## config.mk

```make
export PLATFORM = sky130hd
export DESIGN_NAME = single_wire_temp_sensor_reader
export DESIGN_NICKNAME = d
export VERILOG_FILES = /design/src/sv/swts_pkg.sv /design/src/sv/single_wire_temp_sensor_reader.sv /design/src/sv/swts_cfg.sv /design/src/sv/swts_in_stage.sv /design/src/sv/swts_fsm.sv /design/src/sv/swts_out_stage.sv
export VERILOG_INCLUDE_DIRS = /design/src /design/src/sv
export SDC_FILE = /design/constraint.sdc
export NUM_CORES = 1
export LEC_CHECK = 0
export ABC_AREA = 1
export BUFFER_PORTS_ARGS = -buffer_cell sky130_fd_sc_hd__buf_2
export CAP_MARGIN = 0
export CORE_ASPECT_RATIO = 2
export CORE_MARGIN = 1
export CORE_UTILIZATION = 64
export CTS_BUF_LIST = sky130_fd_sc_hd__clkbuf_4 sky130_fd_sc_hd__clkbuf_8
export DETAILED_ROUTE_END_ITERATION = 8
export GPL_ROUTABILITY_DRIVEN = 0
export PLACE_DENSITY = 0.83
export SKIP_LAST_GASP = 1
export SLEW_MARGIN = 25
export SYNTH_ARGS = -nofsm -noshare
export SYNTH_HDL_FRONTEND = slang
export SYNTH_SLANG_ARGS = --single-unit
```

## constraint.sdc

```tcl
create_clock -name clk -period 3.95 [get_ports clk]
set_input_delay 0.395 -clock clk [delete_from_list [all_inputs] [get_ports clk]]
set_output_delay 0.395 -clock clk [all_outputs]
set_load 0.1 [all_outputs]
```

## src/sv/single_wire_temp_sensor_reader_defines.svh

```systemverilog
// ----------------------------------------------------------------------------
// Single-wire temperature sensor reader: assertion macros
// Clocked assertion helpers. Define NO_ASSERTIONS to compile them away.
// ----------------------------------------------------------------------------
`ifndef SINGLE_WIRE_TEMP_SENSOR_READER_DEFINES_SVH
`define SINGLE_WIRE_TEMP_SENSOR_READER_DEFINES_SVH

`ifndef NO_ASSERTIONS
// check a property on every edge outside reset
`define SWTS_ASSERT(lbl, prop, msg) \
  lbl: assert property (@(posedge clk) disable iff (!rst_n) prop) else $error(msg);
// check a property on every edge, reset included
`define SWTS_ASSERT_ALWAYS(lbl, prop, msg) \
  lbl: assert property (@(posedge clk) prop) else $error(msg);
`else
`define SWTS_ASSERT(lbl, prop, msg)
`define SWTS_ASSERT_ALWAYS(lbl, prop, msg)
`endif

`endif

```

## src/sv/swts_pkg.sv

```systemverilog
// ----------------------------------------------------------------------------
// swts_pkg
// Shared types and constants of the single-wire temperature sensor reader.
// ----------------------------------------------------------------------------
package swts_pkg;

  localparam int unsigned FRAME_BITS = 40;
  localparam int unsigned CNT_W      = 20;
  localparam int unsigned THR_W      = 10;
  localparam int unsigned BITCNT_W   = 6;
  localparam int unsigned TEMP_W     = 16;
  localparam int unsigned CFG_IDX_W  = 2;
  localparam int unsigned CFG_DATA_W = 20;
  localparam int unsigned IN_DATA_W  = 8;
  localparam int unsigned OUT_DATA_W = 24;

  // register indexes
  localparam logic [CFG_IDX_W-1:0] REG_RELEASE_HIGH = 2'd0;
  localparam logic [CFG_IDX_W-1:0] REG_START_LOW    = 2'd1;
  localparam logic [CFG_IDX_W-1:0] REG_TIMEOUT      = 2'd2;
  localparam logic [CFG_IDX_W-1:0] REG_BIT_THRESH   = 2'd3;

  // input kinds
  localparam logic OP_TICK  = 1'b0;
  localparam logic OP_START = 1'b1;

  // status codes
  localparam logic [1:0] ST_OK       = 2'd0;
  localparam logic [1:0] ST_TIMEOUT  = 2'd1;
  localparam logic [1:0] ST_CHECKSUM = 2'd2;

  typedef enum logic [7:0] {
    PH_IDLE      = 8'b0000_0001,
    PH_HOLD      = 8'b0000_0010,
    PH_START     = 8'b0000_0100,
    PH_RESP_LOW  = 8'b0000_1000,
    PH_RESP_HIGH = 8'b0001_0000,
    PH_RESP_END  = 8'b0010_0000,
    PH_GAP       = 8'b0100_0000,
    PH_PULSE     = 8'b1000_0000
  } swts_phase_t;

  typedef struct packed {
    logic op;
    logic line_level;
  } swts_item_t;

  typedef struct packed {
    logic [CNT_W-1:0] release_high_ticks;
    logic [CNT_W-1:0] start_low_ticks;
    logic [CNT_W-1:0] timeout_ticks;
    logic [THR_W-1:0] bit_threshold_ticks;
  } swts_cfg_t;

  typedef struct packed {
    logic signed [TEMP_W-1:0] temperature;
    logic [1:0]               status;
    logic                     done_res;
    logic                     busy_res;
    logic                     drive_low;
  } swts_res_t;

endpackage

```

## src/sv/single_wire_temp_sensor_reader.sv

```systemverilog
// ----------------------------------------------------------------------------
// single_wire_temp_sensor_reader
// Top level: drives the start sequence of a single-wire sensor and decodes
// its 40-bit frame into a signed temperature in tenths of a degree.
// ----------------------------------------------------------------------------
// Usage:
//   in_*  : one beat per item. in_tuser[0] is the kind (1 = start a reading,
//           0 = one microsecond tick), in_tdata[0] the sampled line level.
//   out_* : exactly one result beat per input beat, in order: drive_low,
//           busy_res, done_res, status and last good temperature.
//   cfg_* : timing registers, written while no beat is in flight.
// An accepted beat waits in the input register; the decoder works on the
// input register and loads the result register, which shows on out_*.
// One beat per cycle while out_tready keeps up; the phase and counter
// update of one tick is a single pass through the decoder.
// Reset clears the state machine to idle, status to ok, temperature to zero
// and loads the timing registers with their defaults.
// When the receiver stalls the result register holds its beat; the input
// register still takes one more beat, then in_tready drops until the
// result register drains.
// ----------------------------------------------------------------------------
`include "single_wire_temp_sensor_reader_defines.svh"

module single_wire_temp_sensor_reader
  import swts_pkg::*;
(
  input  logic                  clk,
  input  logic                  rst_n,
  input  logic                  in_tvalid,
  output logic                  in_tready,
  input  logic [IN_DATA_W-1:0]  in_tdata,    // [0] line_level, [7:1] zero
  input  logic                  in_tuser,    // [0] op
  output logic                  out_tvalid,
  input  logic                  out_tready,
  // [0] drive_low, [1] busy_res, [2] done_res, [4:3] status,
  // [20:5] temperature, [23:21] zero
  output logic [OUT_DATA_W-1:0] out_tdata,
  input  logic                  cfg_we,
  input  logic [CFG_IDX_W-1:0]  cfg_addr,
  input  logic [CFG_DATA_W-1:0] cfg_wdata
);

  swts_cfg_t  cfg;
  swts_item_t item;
  swts_res_t  res;
  logic       item_valid;
  logic       room;
  logic       advance;

  // a held beat moves on when the result register has space
  assign advance = item_valid && room;

  swts_cfg u_cfg (
    .clk       (clk),
    .rst_n     (rst_n),
    .cfg_we    (cfg_we),
    .cfg_addr  (cfg_addr),
    .cfg_wdata (cfg_wdata),
    .cfg       (cfg)
  );

  swts_in_stage u_in (
    .clk        (clk),
    .rst_n      (rst_n),
    .in_tvalid  (in_tvalid),
    .in_tready  (in_tready),
    .in_tdata   (in_tdata),
    .in_tuser   (in_tuser),
    .advance    (advance),
    .item_valid (item_valid),
    .item       (item)
  );

  swts_fsm u_fsm (
    .clk     (clk),
    .rst_n   (rst_n),
    .advance (advance),
    .item    (item),
    .cfg     (cfg),
    .res     (res)
  );

  swts_out_stage u_out (
    .clk        (clk),
    .rst_n      (rst_n),
    .load       (advance),
    .res        (res),
    .room       (room),
    .out_tvalid (out_tvalid),
    .out_tready (out_tready),
    .out_tdata  (out_tdata)
  );

  // a completed reading leaves the block idle
  `SWTS_ASSERT(a_done_idle, advance && res.done_res |-> !res.busy_res, "done while busy")
  // the start pulse is only driven during a reading
  `SWTS_ASSERT(a_drive_busy, out_tvalid && out_tdata[0] |-> out_tdata[1], "drive while idle")
  // only defined status codes reach the result
  `SWTS_ASSERT(a_status_code, out_tvalid |-> out_tdata[4:3] != 2'd3, "bad status code")
  // a held input beat is not dropped without moving on
  `SWTS_ASSERT(a_item_kept, item_valid && !advance |=> item_valid, "input beat lost")
  // nothing is valid right after reset
  `SWTS_ASSERT_ALWAYS(a_reset_empty, !rst_n |=> !out_tvalid && !item_valid, "valid after reset")

endmodule

```

## src/sv/swts_cfg.sv

```systemverilog
// ----------------------------------------------------------------------------
// swts_cfg
// Timing registers, written through the plain configuration port.
// ----------------------------------------------------------------------------
module swts_cfg
  import swts_pkg::*;
(
  input  logic                  clk,
  input  logic                  rst_n,
  input  logic                  cfg_we,
  input  logic [CFG_IDX_W-1:0]  cfg_addr,
  input  logic [CFG_DATA_W-1:0] cfg_wdata,
  output swts_cfg_t             cfg
);

  swts_cfg_t cfg_r, cfg_nxt;

  // register decode
  always_comb begin
    cfg_nxt = cfg_r;
    if (cfg_we) begin
      case (cfg_addr)
        REG_RELEASE_HIGH: cfg_nxt.release_high_ticks  = cfg_wdata;
        REG_START_LOW:    cfg_nxt.start_low_ticks     = cfg_wdata;
        REG_TIMEOUT:      cfg_nxt.timeout_ticks       = cfg_wdata;
        REG_BIT_THRESH:   cfg_nxt.bit_threshold_ticks = cfg_wdata[THR_W-1:0];
        default:          cfg_nxt = cfg_r;
      endcase
    end
  end

  always_ff @(posedge clk) begin
    if (!rst_n) begin
      cfg_r.release_high_ticks  <= CNT_W'(10000);
      cfg_r.start_low_ticks     <= CNT_W'(2000);
      cfg_r.timeout_ticks       <= CNT_W'(1000);
      cfg_r.bit_threshold_ticks <= THR_W'(40);
    end else begin
      cfg_r <= cfg_nxt;
    end
  end

  assign cfg = cfg_r;

endmodule

```

## src/sv/swts_in_stage.sv

```systemverilog
// ----------------------------------------------------------------------------
// swts_in_stage
// Input register: holds one accepted beat until the decoder consumes it.
// ----------------------------------------------------------------------------
module swts_in_stage
  import swts_pkg::*;
(
  input  logic                 clk,
  input  logic                 rst_n,
  input  logic                 in_tvalid,
  output logic                 in_tready,
  input  logic [IN_DATA_W-1:0] in_tdata,   // [0] line_level, rest zero
  input  logic                 in_tuser,   // [0] op
  input  logic                 advance,
  output logic                 item_valid,
  output swts_item_t           item
);

  logic       vld_r, vld_nxt;
  swts_item_t item_r;
  logic       accept;

  // free when empty or when the held beat moves on this cycle
  assign in_tready = !vld_r || advance;
  assign accept    = in_tvalid && in_tready;

  always_comb begin
    vld_nxt = vld_r;
    if (accept) begin
      vld_nxt = 1'b1;
    end else if (advance) begin
      vld_nxt = 1'b0;
    end
  end

  always_ff @(posedge clk) begin
    if (!rst_n) begin
      vld_r <= 1'b0;
    end else begin
      vld_r <= vld_nxt;
    end
  end

  // payload
  always_ff @(posedge clk) begin
    if (accept) begin
      item_r.op         <= in_tuser;
      item_r.line_level <= in_tdata[0];
    end
  end

  assign item_valid = vld_r;
  assign item       = item_r;

endmodule

```

## src/sv/swts_fsm.sv

```systemverilog
// ----------------------------------------------------------------------------
// swts_fsm
// Read-sequence FSM: one beat per cycle unless stalled, frame decode on last bit.
// ----------------------------------------------------------------------------
module swts_fsm
  import swts_pkg::*;
(
  input  logic       clk,
  input  logic       rst_n,
  input  logic       advance,
  input  swts_item_t item,
  input  swts_cfg_t  cfg,
  output swts_res_t  res
);

  swts_phase_t              phase_r, phase_nxt;
  logic [CNT_W-1:0]         cnt_r, cnt_nxt;
  logic [BITCNT_W-1:0]      bits_r, bits_nxt;
  logic [FRAME_BITS-1:0]    frame_r, frame_nxt;
  logic [1:0]               status_r, status_nxt;
  logic signed [TEMP_W-1:0] temp_r, temp_nxt;

  logic                  done;
  logic                  tmo;
  logic                  wait_over;
  logic [CNT_W:0]        cnt_inc;
  logic                  bit_val;
  logic [FRAME_BITS-1:0] frame_sh;
  logic [BITCNT_W-1:0]   bits_inc;
  logic [7:0]            b0, b1, b2, b3, b4, sum;
  logic [TEMP_W-1:0]     mag;

  assign cnt_inc   = {1'b0, cnt_r} + (CNT_W+1)'(1);
  assign wait_over = (cnt_r >= cfg.timeout_ticks);
  assign bit_val   = (cnt_r > CNT_W'(cfg.bit_threshold_ticks));
  assign frame_sh  = {frame_r[FRAME_BITS-2:0], bit_val};
  assign bits_inc  = bits_r + BITCNT_W'(1);

  // checksum and sign-magnitude decode of the shifted frame
  assign b0  = frame_sh[39:32];
  assign b1  = frame_sh[31:24];
  assign b2  = frame_sh[23:16];
  assign b3  = frame_sh[15:8];
  assign b4  = frame_sh[7:0];
  assign sum = b0 + b1 + b2 + b3;
  assign mag = {1'b0, b2[6:0], b3};

  always_comb begin
    phase_nxt  = phase_r;
    cnt_nxt    = cnt_r;
    bits_nxt   = bits_r;
    frame_nxt  = frame_r;
    status_nxt = status_r;
    temp_nxt   = temp_r;
    done       = 1'b0;
    tmo        = 1'b0;
    if (item.op == OP_START) begin
      phase_nxt = PH_HOLD;
      cnt_nxt   = '0;
      bits_nxt  = '0;
      frame_nxt = '0;
    end else begin
      case (phase_r)
        PH_HOLD: begin
          if (cnt_inc >= {1'b0, cfg.release_high_ticks}) begin
            phase_nxt = PH_START;
            cnt_nxt   = '0;
          end else begin
            cnt_nxt = cnt_inc[CNT_W-1:0];
          end
        end
        PH_START: begin
          if (cnt_inc >= {1'b0, cfg.start_low_ticks}) begin
            phase_nxt = PH_RESP_LOW;
            cnt_nxt   = '0;
          end else begin
            cnt_nxt = cnt_inc[CNT_W-1:0];
          end
        end
        PH_RESP_LOW, PH_RESP_END: begin
          if (item.line_level) begin
            tmo     = wait_over;
            cnt_nxt = cnt_inc[CNT_W-1:0];
          end else begin
            phase_nxt = (phase_r == PH_RESP_LOW) ? PH_RESP_HIGH : PH_GAP;
            cnt_nxt   = '0;
          end
        end
        PH_RESP_HIGH, PH_GAP: begin
          if (!item.line_level) begin
            tmo     = wait_over;
            cnt_nxt = cnt_inc[CNT_W-1:0];
          end else begin
            phase_nxt = (phase_r == PH_RESP_HIGH) ? PH_RESP_END : PH_PULSE;
            cnt_nxt   = '0;
          end
        end
        PH_PULSE: begin
          if (item.line_level) begin
            tmo     = wait_over;
            cnt_nxt = cnt_inc[CNT_W-1:0];
          end else begin
            frame_nxt = frame_sh;
            bits_nxt  = bits_inc;
            cnt_nxt   = '0;
            if (bits_inc >= BITCNT_W'(FRAME_BITS)) begin
              phase_nxt = PH_IDLE;
              done      = 1'b1;
              if (b4 != sum) begin
                status_nxt = ST_CHECKSUM;
              end else begin
                status_nxt = ST_OK;
                temp_nxt   = b2[7] ? $signed(TEMP_W'(0) - mag) : $signed(mag);
              end
            end else begin
              phase_nxt = PH_GAP;
            end
          end
        end
        default: phase_nxt = PH_IDLE;
      endcase
      // any expired edge wait ends the reading
      if (tmo) begin
        status_nxt = ST_TIMEOUT;
        phase_nxt  = PH_IDLE;
        cnt_nxt    = '0;
        done       = 1'b1;
      end
    end
  end

  always_ff @(posedge clk) begin
    if (!rst_n) begin
      phase_r  <= PH_IDLE;
      cnt_r    <= '0;
      bits_r   <= '0;
      frame_r  <= '0;
      status_r <= ST_OK;
      temp_r   <= '0;
    end else if (advance) begin
      phase_r  <= phase_nxt;
      cnt_r    <= cnt_nxt;
      bits_r   <= bits_nxt;
      frame_r  <= frame_nxt;
      status_r <= status_nxt;
      temp_r   <= temp_nxt;
    end
  end

  // result of the beat being consumed
  assign res.drive_low   = (phase_nxt == PH_START);
  assign res.busy_res    = (phase_nxt != PH_IDLE);
  assign res.done_res    = done;
  assign res.status      = status_nxt;
  assign res.temperature = temp_nxt;

endmodule

```

## src/sv/swts_out_stage.sv

```systemverilog
// ----------------------------------------------------------------------------
// swts_out_stage
// Result register: holds one result beat until the receiver takes it.
// ----------------------------------------------------------------------------
module swts_out_stage
  import swts_pkg::*;
(
  input  logic                  clk,
  input  logic                  rst_n,
  input  logic                  load,
  input  swts_res_t             res,
  output logic                  room,
  output logic                  out_tvalid,
  input  logic                  out_tready,
  // [0] drive_low, [1] busy_res, [2] done_res, [4:3] status,
  // [20:5] temperature, [23:21] zero
  output logic [OUT_DATA_W-1:0] out_tdata
);

  logic      vld_r, vld_nxt;
  swts_res_t res_r;

  assign room = !vld_r || out_tready;

  always_comb begin
    vld_nxt = vld_r;
    if (load) begin
      vld_nxt = 1'b1;
    end else if (out_tready) begin
      vld_nxt = 1'b0;
    end
  end

  always_ff @(posedge clk) begin
    if (!rst_n) begin
      vld_r <= 1'b0;
    end else begin
      vld_r <= vld_nxt;
    end
  end

  always_ff @(posedge clk) begin
    if (load) begin
      res_r <= res;
    end
  end

  assign out_tvalid = vld_r;
  assign out_tdata  = {(OUT_DATA_W-$bits(swts_res_t))'(0), res_r};

endmodule

```

# Word-level counts from Yosys, hierarchy flattened
# Cells that the tools add are included.
# op_classes
addsub,6
n_lt_le_gt_ge,5
n_eq_ne,14
muxes,48
n_reduce_logical,20
# ops
cell,n
$mux W20,6
$mux W39,3
$mux W16,6
$pmux W20 S4,1
$mux W8,8
$ge A21 B20 Y1,2
$pmux W8 S5,1
$add A8 B8 Y8,3
$add A20 B1 Y21 const B,1
$ge A20 B20 Y1,1
$gt A20 B10 Y1,1
$mux W6,3
$eq A8 B3 Y1 const B,2
$sub A1 B15 Y16 const A,1
$mux W7,2
$mux W2,6
$mux W1,11
$reduce_and A2 Y1,5
$eq A8 B2 Y1 const B,1
$eq A8 B4 Y1 const B,1
$eq A8 B5 Y1 const B,1
$eq A8 B6 Y1 const B,1
$eq A8 B7 Y1 const B,1
$eq A8 B8 Y1 const B,1
other kinds (17),24
# totals
ff_bits,186
out_inout_bits,26
elab_cells,112

# Logic depth before layout (Yosys ltp)
# depth
ltp_word,10
depth_mapped,21
ltp_nobuf,21

# By module
# From an unflattened synthesis, not the netlist that was laid out.
# unflattened
cells_unflattened,1638
area_unflattened_um2,11494.8
# modules_own_cells
mod,n_inst,cells_each,area_per_inst_um2
swts_fsm,1,1179,7837.5
swts_cfg,1,417,2835.2
swts_out_stage,1,31,703.2
swts_in_stage,1,9,111.4
single_wire_temp_sensor_reader,1,2,7.5

# Least setup slack after synthesis
# No wires, ideal clock.
# synth_timing
path_type,register -> register
from,register u_fsm.frame_r[16]
to,"register u_out.res_r, in the netlist u_out.out_tdata[11], data pin"
setup_ns,0.252
t_arrival_ns,3.229
setup_slack_ns,0.469
path_stages_with_launch,17
n_path_buf,1
period_less_slack_ns,3.481
path_cell_list,dfxtp_1 fa_1 fa_1 ha_1 inv_1 fa_1 xnor2_1 xor2_1 nor2_1 nand2_1 nor2_1 nand3_2 nor3_4 buf_6 nand4_1 nand2_1 inv_1
# synth_rtl
element,line_no,source
from (decl),swts_fsm.sv:19,"logic [FRAME_BITS-1:0] frame_r, frame_nxt;"
from (signal assigned),swts_fsm.sv:144,frame_r <= frame_nxt;
to (signal assigned),swts_out_stage.sv:44,res_r <= res;
to (decl),swts_out_stage.sv:21,swts_res_t res_r;

==> flow_summary_export.csv <==
group,metric,value,unit
run_status,status,"finished, violations left",
run_status,violations,"DRC",
power_and_ir_drop,intPower,2.76,mW
cts,clock_sinks,186,
cells_and_area,layout.cells.non_filler,1637,
route,first_pass_iters,9,
logic_synthesis,avgSynthCellArea,7.67,um2
global_routing,antenna_found_initial,0,
floorplan,initial_core_util,65.4,%
critical_path,regToRegStartpoint,"u_fsm.frame_r[8]$_SDFFE_PN0P_",
cts,cts_buffers,17,
critical_path,critPathMaxStageDelay,520,ps
cts,cts_max_level,4,
floorplan,fp.dieArea,17100,um2
global_routing,grt_pass1_vias,9531,
placement,place_inst,1603,
sta,tightestPinTransition,917,ps
sta,rsz0062_at_grt,"true",
sta,finalHoldViolations,0,
cells_and_area,fin_area,11500,um2
flow_run,maxCapViolations,0,
logic_synthesis,yosys-top-cells-count,"267 x nand2_1, 178 x inv_1, 165 x a21oi_1, 163 x dfxtp_1, 102 x o21ai_0",
route,drt_iter0_drc,528,
logic_synthesis,ys.warnings.count,0,
hold_path,hold_end,"u_in.item[0]$_DFFE_PP_",
power_and_ir_drop,power_density,343,nW/um2
power_and_ir_drop,p_total,3.95,mW
critical_path,critical_path_required,4190,ps
logic_synthesis,synth-adder-area-share,12.2,%
route,post-route-drc-count,2,
logic_synthesis,synthMuxAreaShare,0,%
route,wl_per_cell,18.1,um
route,final_antenna_net_count,0,
hold_path,hold_path_depth,1,
logic_synthesis,netlist_instances,1379,
critical_path,slowest_stage,"fa_1",
global_routing,grt_overflow,0,
route,viasPerCell,5.89,
critical_path,worstPathArrival,3990,ps
cts,clk_latency,470,ps
logic_synthesis,ys_ff_latch,186,
critical_path,path_cells,"fa_1, fa_1, ha_1, inv_1, fa_1, xnor2_1, xor2_1, nor2_1, nand2_1, nor2_1, nand3_2, nor3_4, buf_6, nand4_1, nand2_1, inv_1",
sta,fmax,266,MHz
route,routed-via-count,9643,
logic_synthesis,synth_area_leaders,"dfxtp_1 31%, ha_1 9.6%, nand2_1 9.5%",
power_and_ir_drop,p_seq_share,51.4,%
critical_path,r2r_cells,16,
logic_synthesis,yosysUniqueCellTypes,49,
power_and_ir_drop,leakage,5.15,nW
hold_path,min_path_type,"in2reg",
placement,post-dp-hpwl,21100,um
logic_synthesis,synth_xor_xnor_area_share,4.00,%
sta,max-slew-margin-rel,38.8,%
cts,root_buffer,"clkbuf_8",
critical_path,cp_max_fo,17,
logic_synthesis,ys_seq_area_share,37.4,%
sta,setup_violations,0,
placement,dp_slack,238,ps
sta,drv_slew,0,
cells_and_area,diodes,0,
power_and_ir_drop,pwr-share-clk,33.7,%
floorplan,coreArea,16200,um2
logic_synthesis,synth_top_area_share,30.8,%
critical_path,path_common_cell,"fa_1",
power_and_ir_drop,swShare,30.1,%
critical_path,r2r_end,"u_out.out_tdata[14]$_DFFE_PP_",
logic_synthesis,yosys.area_share.simple,21.7,%
logic_synthesis,synth-main-ff-cell,"dfxtp_1",
power_and_ir_drop,comb_power_share,15.0,%
route,routed_wl,29600,um
hold_path,hp-start,"in_tdata[0]",
cells_and_area,nets,1551,
placement,port_buffers,51,
logic_synthesis,synth.largest_area_cell,"dfxtp_1",
critical_path,crit_type,"reg2reg",
cells_and_area,fillers,1346,
cts,clk_pin_slew_worst_paths,100,ps
logic_synthesis,synth_enable_flop_cells,23,
sta,worst_slack,197,ps
sta,period_needed,3750,ps
floorplan,pin_count,62,
sta,timing.final.crit_share,95.0,%
power_and_ir_drop,irDropWorstVdd,0.477,mV
logic_synthesis,synth_compound_area_share,15.7,%
placement,dpl_cell_area,11100,um2
floorplan,rows,66,
logic_synthesis,synth_top_family_by_area,"simple AND/OR/NAND/NOR gates",
critical_path,r2r_setup_slack,200,ps
global_routing,grt_max_degree,92,
floorplan,die_y,184,um
global_routing,grtUsageTotal,35.9,%
critical_path,cp-end-kind,"flop",
floorplan,die_w,92.9,um
sta,clock_skew,20.0,ps
critical_path,startpoint_type,"flop",
cells_and_area,areaGrowthSynthToFinish,8.89,%
global_routing,grt_pass1_wl,46400,um
logic_synthesis,async_flop_share,0,%
logic_synthesis,synth_most_common_cell,"nand2_1",
cts,cts_hold_buf,0,
logic_synthesis,syn_area,10600,um2
power_and_ir_drop,p_sw,1.19,mW
cts,cts_buffer_depth,2,
cells_and_area,drive_gt1_share,11.0,%
cts,cts_tree,"done",
==> power groups by stage <==
| stage | sequential, mW | clock (mW) | combinational [mW] |
|---|---|---|---|
| floorplan | 2.14 | 0 | 0.335 |
| global placement | 2.07 | 0 | 0.550 |
| detailed placement | 2.07 | 0 | 0.566 |
| CTS | 2.03 | 1.34 | 0.570 |
| global route | 2.04 | 1.41 | 0.643 |
| finish | 2.03 | 1.33 | 0.592 |
==> layer usage <==
layer | wire length, um | vias up | track usage [%]
met1 | 9500 | 4456 | 31.0
met5 | 0 | - | 0
met4 | 2940 | 0 | 32.5
li1 | - | 4671 | -
met2 | 15300 | 363 | 64.6
met3 | 1880 | 153 | 10.2
==> worst max path at each step <==
stage	startpoint	end	slack (ps)	depth (start not counted)
final	u_fsm.frame_r[8]$_SDFFE_PN0P_	u_out.out_tdata[14]$_DFFE_PP_	200	16
after global routing	u_fsm.cnt_r[1]$_SDFFE_PN0P_	u_fsm.cnt_r[15]$_SDFFE_PN0P_	-40	21
after CTS	u_fsm.frame_r[8]$_SDFFE_PN0P_	u_out.out_tdata[14]$_DFFE_PP_	160	16
after detailed placement	u_fsm.frame_r[8]$_SDFFE_PN0P_	u_out.out_tdata[14]$_DFFE_PP_	240	16
after global placement	u_fsm.frame_r[8]$_SDFFE_PN0P_	u_out.out_tdata[14]$_DFFE_PP_	280	16
after floorplan	u_fsm.frame_r[16]$_SDFFE_PN0P_	u_out.out_tdata[11]$_DFFE_PP_	470	16
==> logic make-up (layout without fill, tap and decap cells) <==
logic type,count (synthesis),in the layout
and+or+nand+nor,502,503
AOI/OAI and AO/OA,308,308
buffers and inverters,242,293
DFF,186,186
adders and majority gates,95,95
xor gates and xnor gates,45,45
other,1,3
==> critical path, delay by kind of cell (launching register included) <==
kind / cells / cell delay [ps]
xor gates and xnor gates: 2 / 320
adders and majority gates: 4 / 1610
buffers and inverters: 3 / 290
DFF: 1 / 370
and+or+nand+nor: 7 / 900
==> registers in the layout, summed over array words and instances (netlist names) <==
| signal | count |
|---|---|
| u_cfg.cfg | 70 |
| u_fsm.phase_r | 8 |
| u_in.item_valid | 1 |
| u_fsm.bits_r | 6 |
| u_in.item | 2 |
| u_fsm.status_r | 2 |
| u_fsm.frame_r | 39 |
| u_fsm.cnt_r | 20 |
| u_out.out_tvalid | 1 |
| u_fsm.temp_r | 16 |
| u_out.out_tdata | 21 |
==> cell type report <==
type	count	area (um2)	share of cell area, %
inverter	182	684	5.94
multi-input combinational	954	5720	49.7
clock buffer	20	275	2.39
clock inverter	12	135	1.17
sequential	186	3950	34.3
timing repair buffer	79	494	4.29
tap	204	255	2.22
==> cell usage in the layout, fill, tap and decap left out, types with 3 or more instances in the layout <==
master      instances
nand2_1           265
inv_1             178
a21oi_1           165
dfxtp_1           163
o21ai_0           102
ha_1               81
nor2_1             79
nand4_1            65
buf_2              51
nand3_1            43
xor2_1             30
buf_4              25
edfxtp_1           23
o211ai_1           21
clkbuf_8           20
fa_1               14
xnor2_1            12
nor3_1             12
a21oi_2             8
nor2_2              7
nor3_2              5
nand2_2             5
nand3b_1            5
clkinvlp_4          4
inv_6               4
inv_2               3
nor2_4              3
nand4_2             3
nor4_1              3
clkinv_2            3
conb_1              3
==> repair_timing <==
item,in CTS,in global routing
buffers inserted,0,1
setup endpoints to repair,0,37
resized for setup,0,6
==> metrics by stage <==
step / hold WS (ps) / utilization (%) / setup TNS [ps]
2_1_floorplan: 435 / - / 0
3_3_place_gp: 449 / 68.4 / 0
3_5_place_dp: 458 / 68.4 / 0
4_1_cts: 77.1 / 70.9 / 0
5_1_grt: 72.1 / 71.2 / -113
6_report: 98.3 / 71.2 / 0
Note: power is estimated with default switching activity, not from simulation.
